`src/iplum_pkg.sv`:
```
`default_nettype none
package iplum_pkg;

    // Beat widths on the two streams
    localparam int unsigned IN_DATA_W  = 8;
    localparam int unsigned IN_USER_W  = 2;
    localparam int unsigned OUT_DATA_W = 80;

    // Bit positions of the result fields inside the output tdata
    localparam int unsigned O_CONSUMED = 0;
    localparam int unsigned O_REPLY0   = 1;
    localparam int unsigned O_REPLY1   = 9;
    localparam int unsigned O_REPLY2   = 17;
    localparam int unsigned O_REPLY3   = 25;
    localparam int unsigned O_MEM_WR   = 33;
    localparam int unsigned O_MEM_ADDR = 34;
    localparam int unsigned O_MEM_DATA = 50;
    localparam int unsigned O_ENTER    = 58;
    localparam int unsigned O_DONE     = 59;
    localparam int unsigned O_ENTRY    = 60;

    // Mailbox protocol bytes
    localparam logic [7:0] K_WAKE  = 8'hff;  // port 1 write that starts an upload
    localparam logic [7:0] K_ACK0  = 8'haa;  // ready reply on port 0
    localparam logic [7:0] K_ACK1  = 8'hbb;  // ready reply on port 1
    localparam logic [7:0] K_START = 8'hcc;  // port 0 write that opens the first block

    // Mailbox port numbers
    localparam logic [1:0] P_CNT  = 2'd0;
    localparam logic [1:0] P_DATA = 2'd1;

endpackage
`default_nettype wire

```
`src/ipl_upload_mailbox.sv`:
```
// Upload mailbox receiver: one host port write per input beat (tuser = port
// number, tdata = byte), one result beat per write carrying the reply port
// bytes, a possible audio memory write, and the enter-upload / upload-done
// strobes. The block takes one beat per clock while its output is not stalled;
// each result lands in the output register in the cycle after its write, and
// s_axis_tready is high whenever that register is empty or is being taken in the same cycle.
`default_nettype none
module ipl_upload_mailbox (
    input  wire logic        i_clk,
    input  wire logic        i_rst_n,
    // host write: port_value
    input  wire logic [7:0]  s_axis_tdata,
    // port_num
    input  wire logic [1:0]  s_axis_tuser,
    input  wire logic        s_axis_tvalid,
    output logic             s_axis_tready,
    // consumed, reply_zero, reply_one, reply_two, reply_three, mem_write,
    // mem_addr, mem_data, enter_upload, upload_done, entry_addr, 4 zero bits
    output logic [79:0]      m_axis_tdata,
    output logic             m_axis_tvalid,
    input  wire logic        m_axis_tready
);

    typedef enum logic [1:0] {
        MODE_IDLE  = 2'd0,
        MODE_READY = 2'd1,
        MODE_DATA  = 2'd2
    } t_mode;

    t_mode       r_mode, n_mode;
    logic [7:0]  r_latch [4];
    logic [7:0]  n_latch [4];
    logic [7:0]  r_reply [4];
    logic [7:0]  n_reply [4];
    logic [15:0] r_addr, n_addr;
    logic [7:0]  r_echo, n_echo;
    logic        r_first, n_first;
    logic        r_out_valid;
    logic [iplum_pkg::OUT_DATA_W-1:0] r_out_data;

    logic        accept;
    logic [1:0]  port;
    logic [7:0]  val;
    logic [15:0] blk_addr;
    logic        consumed, mem_wr, enter, done;
    logic [15:0] mem_addr, entry;
    logic [7:0]  mem_data;

    assign s_axis_tready = !r_out_valid || m_axis_tready;
    assign accept        = s_axis_tvalid && s_axis_tready;
    assign port          = s_axis_tuser;
    assign val           = s_axis_tdata;

    // Next state and result for the write on the input
    always_comb begin
        n_mode   = r_mode;
        n_latch  = r_latch;
        n_reply  = r_reply;
        n_addr   = r_addr;
        n_echo   = r_echo;
        n_first  = r_first;
        blk_addr = '0;
        consumed = 1'b1;
        mem_wr   = 1'b0;
        mem_addr = '0;
        mem_data = '0;
        enter    = 1'b0;
        done     = 1'b0;
        entry    = '0;
        if (r_mode == MODE_IDLE) begin
            if (port == iplum_pkg::P_DATA && val == iplum_pkg::K_WAKE) begin
                n_mode     = MODE_READY;
                n_latch[0] = '0;
                n_latch[1] = '0;
                n_latch[2] = '0;
                n_latch[3] = '0;
                n_reply[0] = iplum_pkg::K_ACK0;
                n_reply[1] = iplum_pkg::K_ACK1;
                n_reply[2] = '0;
                n_reply[3] = '0;
                enter      = 1'b1;
            end else begin
                consumed = 1'b0;
            end
        end else begin
            n_latch[port] = val;
            blk_addr      = {n_latch[3], n_latch[2]};
            if (r_mode == MODE_READY) begin
                if (port == iplum_pkg::P_CNT && val == iplum_pkg::K_START) begin
                    n_addr     = blk_addr;
                    n_echo     = val;
                    n_first    = 1'b1;
                    n_mode     = MODE_DATA;
                    n_reply[0] = val;
                end
            end else if (port == iplum_pkg::P_CNT) begin
                // data mode counter write; mode code 3 lands here as well
                n_reply[0] = val;
                n_echo     = val;
                priority if (r_first) begin
                    n_first = 1'b0;
                end else if (val == r_echo + 8'd1) begin
                    mem_wr   = 1'b1;
                    mem_addr = r_addr;
                    mem_data = n_latch[1];
                    n_addr   = r_addr + 16'd1;
                end else if (n_latch[1] != 8'd0) begin
                    n_addr  = blk_addr;
                    n_first = 1'b1;
                end else begin
                    n_mode = MODE_IDLE;
                    done   = 1'b1;
                    entry  = blk_addr;
                end
            end
        end
    end

    // State and output register
    always_ff @(posedge i_clk) begin
        if (!i_rst_n) begin
            r_mode      <= MODE_IDLE;
            r_latch     <= '{default: '0};
            r_reply     <= '{default: '0};
            r_addr      <= '0;
            r_echo      <= '0;
            r_first     <= 1'b0;
            r_out_valid <= 1'b0;
        end else begin
            if (accept) begin
                r_mode  <= n_mode;
                r_latch <= n_latch;
                r_reply <= n_reply;
                r_addr  <= n_addr;
                r_echo  <= n_echo;
                r_first <= n_first;
            end
            if (s_axis_tready) begin
                r_out_valid <= s_axis_tvalid;
            end
        end
    end

    // Result payload, no reset needed
    always_ff @(posedge i_clk) begin
        if (accept) begin
            r_out_data <= {4'd0, entry, done, enter, mem_data, mem_addr, mem_wr,
                           n_reply[3], n_reply[2], n_reply[1], n_reply[0], consumed};
        end
    end

    assign m_axis_tvalid = r_out_valid;
    assign m_axis_tdata  = r_out_data;

endmodule
`default_nettype wire

```
`config.mk`:
```
export PLATFORM = sky130hd
export DESIGN_NAME = ipl_upload_mailbox
export DESIGN_NICKNAME = d
export VERILOG_FILES = /design/src/iplum_pkg.sv /design/src/ipl_upload_mailbox.sv
export SDC_FILE = /design/constraint.sdc
export NUM_CORES = 1
export LEC_CHECK = 0
export ABC_AREA = 1
export BUFFER_PORTS_ARGS = -buffer_cell sky130_fd_sc_hd__buf_2
export CAP_MARGIN = 20
export CELL_PAD_IN_SITES_DETAIL_PLACEMENT = 0
export CELL_PAD_IN_SITES_GLOBAL_PLACEMENT = 1
export CORE_AREA = 2 2 128 130
export CTS_CLUSTER_DIAMETER = 40
export CTS_CLUSTER_SIZE = 24
export DETAILED_ROUTE_END_ITERATION = 6
export DIE_AREA = 0 0 130 132
export GPL_TIMING_DRIVEN = 0
export HOLD_SLACK_MARGIN = 0.08
export PLACE_DENSITY_LB_ADDON = 0.2
export SLEW_MARGIN = 15
export SYNTH_ARGS = -nofsm -noshare
export SYNTH_HDL_FRONTEND = slang
export SYNTH_SLANG_ARGS = --single-unit
```
`constraint.sdc`:
```
create_clock -name i_clk -period 8.76 [get_ports i_clk]
set_input_delay 1.752 -clock i_clk [delete_from_list [all_inputs] [get_ports i_clk]]
set_output_delay 1.752 -clock i_clk [all_outputs]
set_load 0.02 [all_outputs]
```
==> run metrics <==
commonest non-fill, non-tap cell in the layout=nand2_1; Num CTS Buffers=17; aggregate global routing overflow=0; I/O pins=96; vias in the first global route=5,252; final core utilization=53.8%; Finish-stage setup viols=0; period utilization=44.0%; Tmin final=3.86 ns; outcome=finished clean; pwr/cell area=194 mW/mm^2; Worst Clk Skew=0.0109 ns; routability cong.=0.830; chip height=132 um; Critical Path Source=m_axis_tready; DRC errors left=0; Final HPWL DP=12,200 um; Final Power=1.64 mW; yosys warns=0; maximum clock path buffer count=2; Setup Crit Path Kind=in -> out; Critical Path End Type=output pin; hold path cells=2; critical path's top delay family=buffers and inverters; fin area=0.00846 sq mm; R2R depth=12; antenna violations before repair=0; Hold Vio Cnt, Final=0; max_slew headroom=59.3%; layout cell share with drive strength beyond 1=17.3%; area of the mapped netlist=0.00714 sq mm; sequential area share after synthesis=55.5%; RR Startpoint=r_echo[0]$_SDFFE_PN0P_; Post-Route WL=16,800 um; unrepaired setup endpoints after global routing=false; most frequent cells in the layout=223 x nand2_1, 128 x inv_1, 100 x nor2_1, 98 x buf_2, 84 x dfxtp_1; Initial Util=45.5%; CP Data Required Time=7.01 ns; die area=0.0172 sq mm; CP dominant cell by count=buf_2; Synth Instances=873; number of I/O port buffers=89; Core Footprint=0.0157 sq mm; #FFs+latches synth=160; vias per inst=4.67; Yosys cell types=34; Resized cells post-CTS=0; gr usage total=20.5%; Fin Hold WS=0.455 ns; startpoint types=input pin; Max Fclk=0.259 GHz; worst min path class=reg -> reg; CP Max Fanout=3; Layout Area Growth over Synthesis=18.4%; max-cap viol count=0; Least-Margin Pin Slew=0.610 ns; Final Max Tran Viols=0; CP max stage delay=0.16 ns; synthesized area per cell=8.18 sq um; placed inst area=0.00790 sq mm; Iter 0 DRT Violations=368; flop2flop setup slack=6.33 ns; worst path bufs/invs=3; Die Width=130 um; Max IR drop VDD=0.143 mV; # diodes=0; CTS tree=yes; Routed WL per cell=13.8 um; critical-path cell list=buf_2 -> inv_1 -> nand2_1 -> buf_2; Hold Buf Count CTS=0; clock sink total=160; CP Depth=4; Root Buffer=clkbuf_16; clock latency on the worst-skew pair=0.43 ns; largest net degree at the start of global routing=58; clock-pin slew on the worst setup and hold paths=0.06 ns; LEAKAGE=3.84 nW; post-route setup TNS=0 ns; H-tree levels=4; layout filler cell count=1,557; ANT nets after route=0; Post-CTS Setup Inserts=0; Critical Path End=s_axis_tready; first-pass GRT wire length=27,100 um; crit path max-delay cell type=buf_2; # rows=46; drt pass-1 iters=5; DR vias=5,668; Critical Path AT=2.11 ns; nets=1,001; worst reg2reg endpoint=m_axis_tdata[44]$_SDFFCE_PP0P_
==> final cells by class <==
| class | instances | area (sq um) | share of cell area, % |
|---|---|---|---|
| multi-input combinational | 546 | 2500 | 29.5 |
| inverter | 134 | 503 | 5.95 |
| tap | 216 | 270 | 3.20 |
| buffer | 36 | 195 | 2.31 |
| timing repair buffer | 90 | 473 | 5.59 |
| sequential | 160 | 3960 | 46.9 |
| clock inverter | 11 | 114 | 1.35 |
| clock buffer | 21 | 440 | 5.21 |
==> state kept, by name, indices dropped and copies added (netlist names) <==
| register | flops |
|---|---|
| r_mode | 2 |
| r_first | 1 |
| m_axis_tdata | 76 |
| r_latch | 24 |
| m_axis_tvalid | 1 |
| r_echo | 8 |
| r_reply | 32 |
| r_addr | 16 |
==> cells in the mapped netlist, drive strengths merged <==
library cell / n / share of area (%)
or2: 15 / 1.3
xor2: 14 / 1.7
inv: 131 / 6.9
dfxtp: 84 / 24
nand4: 5 / 0.44
o21a: 1 / 0.11
buf: 19 / 1.8
nor3: 8 / 0.56
xnor2: 3 / 0.37
clkinv: 3 / 0.16
conb: 1 / 0.052
edfxtp: 76 / 32
nand2: 226 / 12
ha: 2 / 0.35
a21boi: 1 / 0.11
nor4: 1 / 0.088
nor2: 112 / 6.4
o21ai: 42 / 2.9
o31ai: 1 / 0.11
o21bai: 1 / 0.11
clkbuf: 17 / 0.89
a21oi: 69 / 5.1
nand3: 41 / 3.1
==> metal layers <==
layer | share of wire, % | wire length [um] | track usage [%] | up-vias
li1 | - | - | - | 2955
met2 | 44 | 7440 | 31.5 | 155
met3 | 5.2 | 877 | 4.50 | 28
met4 | 1.9 | 312 | 7.59 | 0
met1 | 48 | 8120 | 28.3 | 2530
met5 | 0 | 0 | 0 | -
==> per-stage QoR <==
step	instances	setup slack [ns]
global placement	1181	2.73
global route	1214	4.88
CTS	1214	4.90
detailed placement	1182	4.90
floorplan	876	3.75
finish	1214	4.90
==> worst min path at each step <==
stage	startpoint	end	slack, ns
after floorplan	r_reply[0]$_SDFFE_PN0P_	r_reply[0]$_SDFFE_PN0P_	0.44
after global placement	r_reply[8]$_SDFFE_PN0P_	r_reply[8]$_SDFFE_PN0P_	0.44
after detailed placement	r_reply[22]$_SDFFE_PN0P_	r_reply[22]$_SDFFE_PN0P_	0.45
after CTS	r_reply[0]$_SDFFE_PN0P_	r_reply[0]$_SDFFE_PN0P_	0.46
after global routing	r_reply[0]$_SDFFE_PN0P_	r_reply[0]$_SDFFE_PN0P_	0.47
final	r_reply[11]$_SDFFE_PN0P_	r_reply[11]$_SDFFE_PN0P_	0.45
==> worst min-delay path, cell delays in order (launching register included) <==
cell and delay [ns]:
dfxtp_1 0.31, nand3_1 0.07, inv_1 0.04
==> power breakdown <==
group	switching (mW)	total, mW	internal, mW
Sequential	0.00672	0.811	0.805
Combinational	0.0913	0.126	0.0344
Clock	0.289	0.706	0.417
==> cells by family (layout without fill, tap and decap cells) <==
family	after synthesis	after routing	synth area share (%)
buffers and inverters	170	292	9.72
adder cells (fa/ha/maj)	2	2	0.350
other	1	4	0.0525
AND/OR/NAND/NOR	408	408	23.8
AO/OA/AOI/OAI	115	115	8.46
XOR/XNOR	17	17	2.08
flip-flops	160	160	55.5
Note: power is estimated with default switching activity, not from simulation.
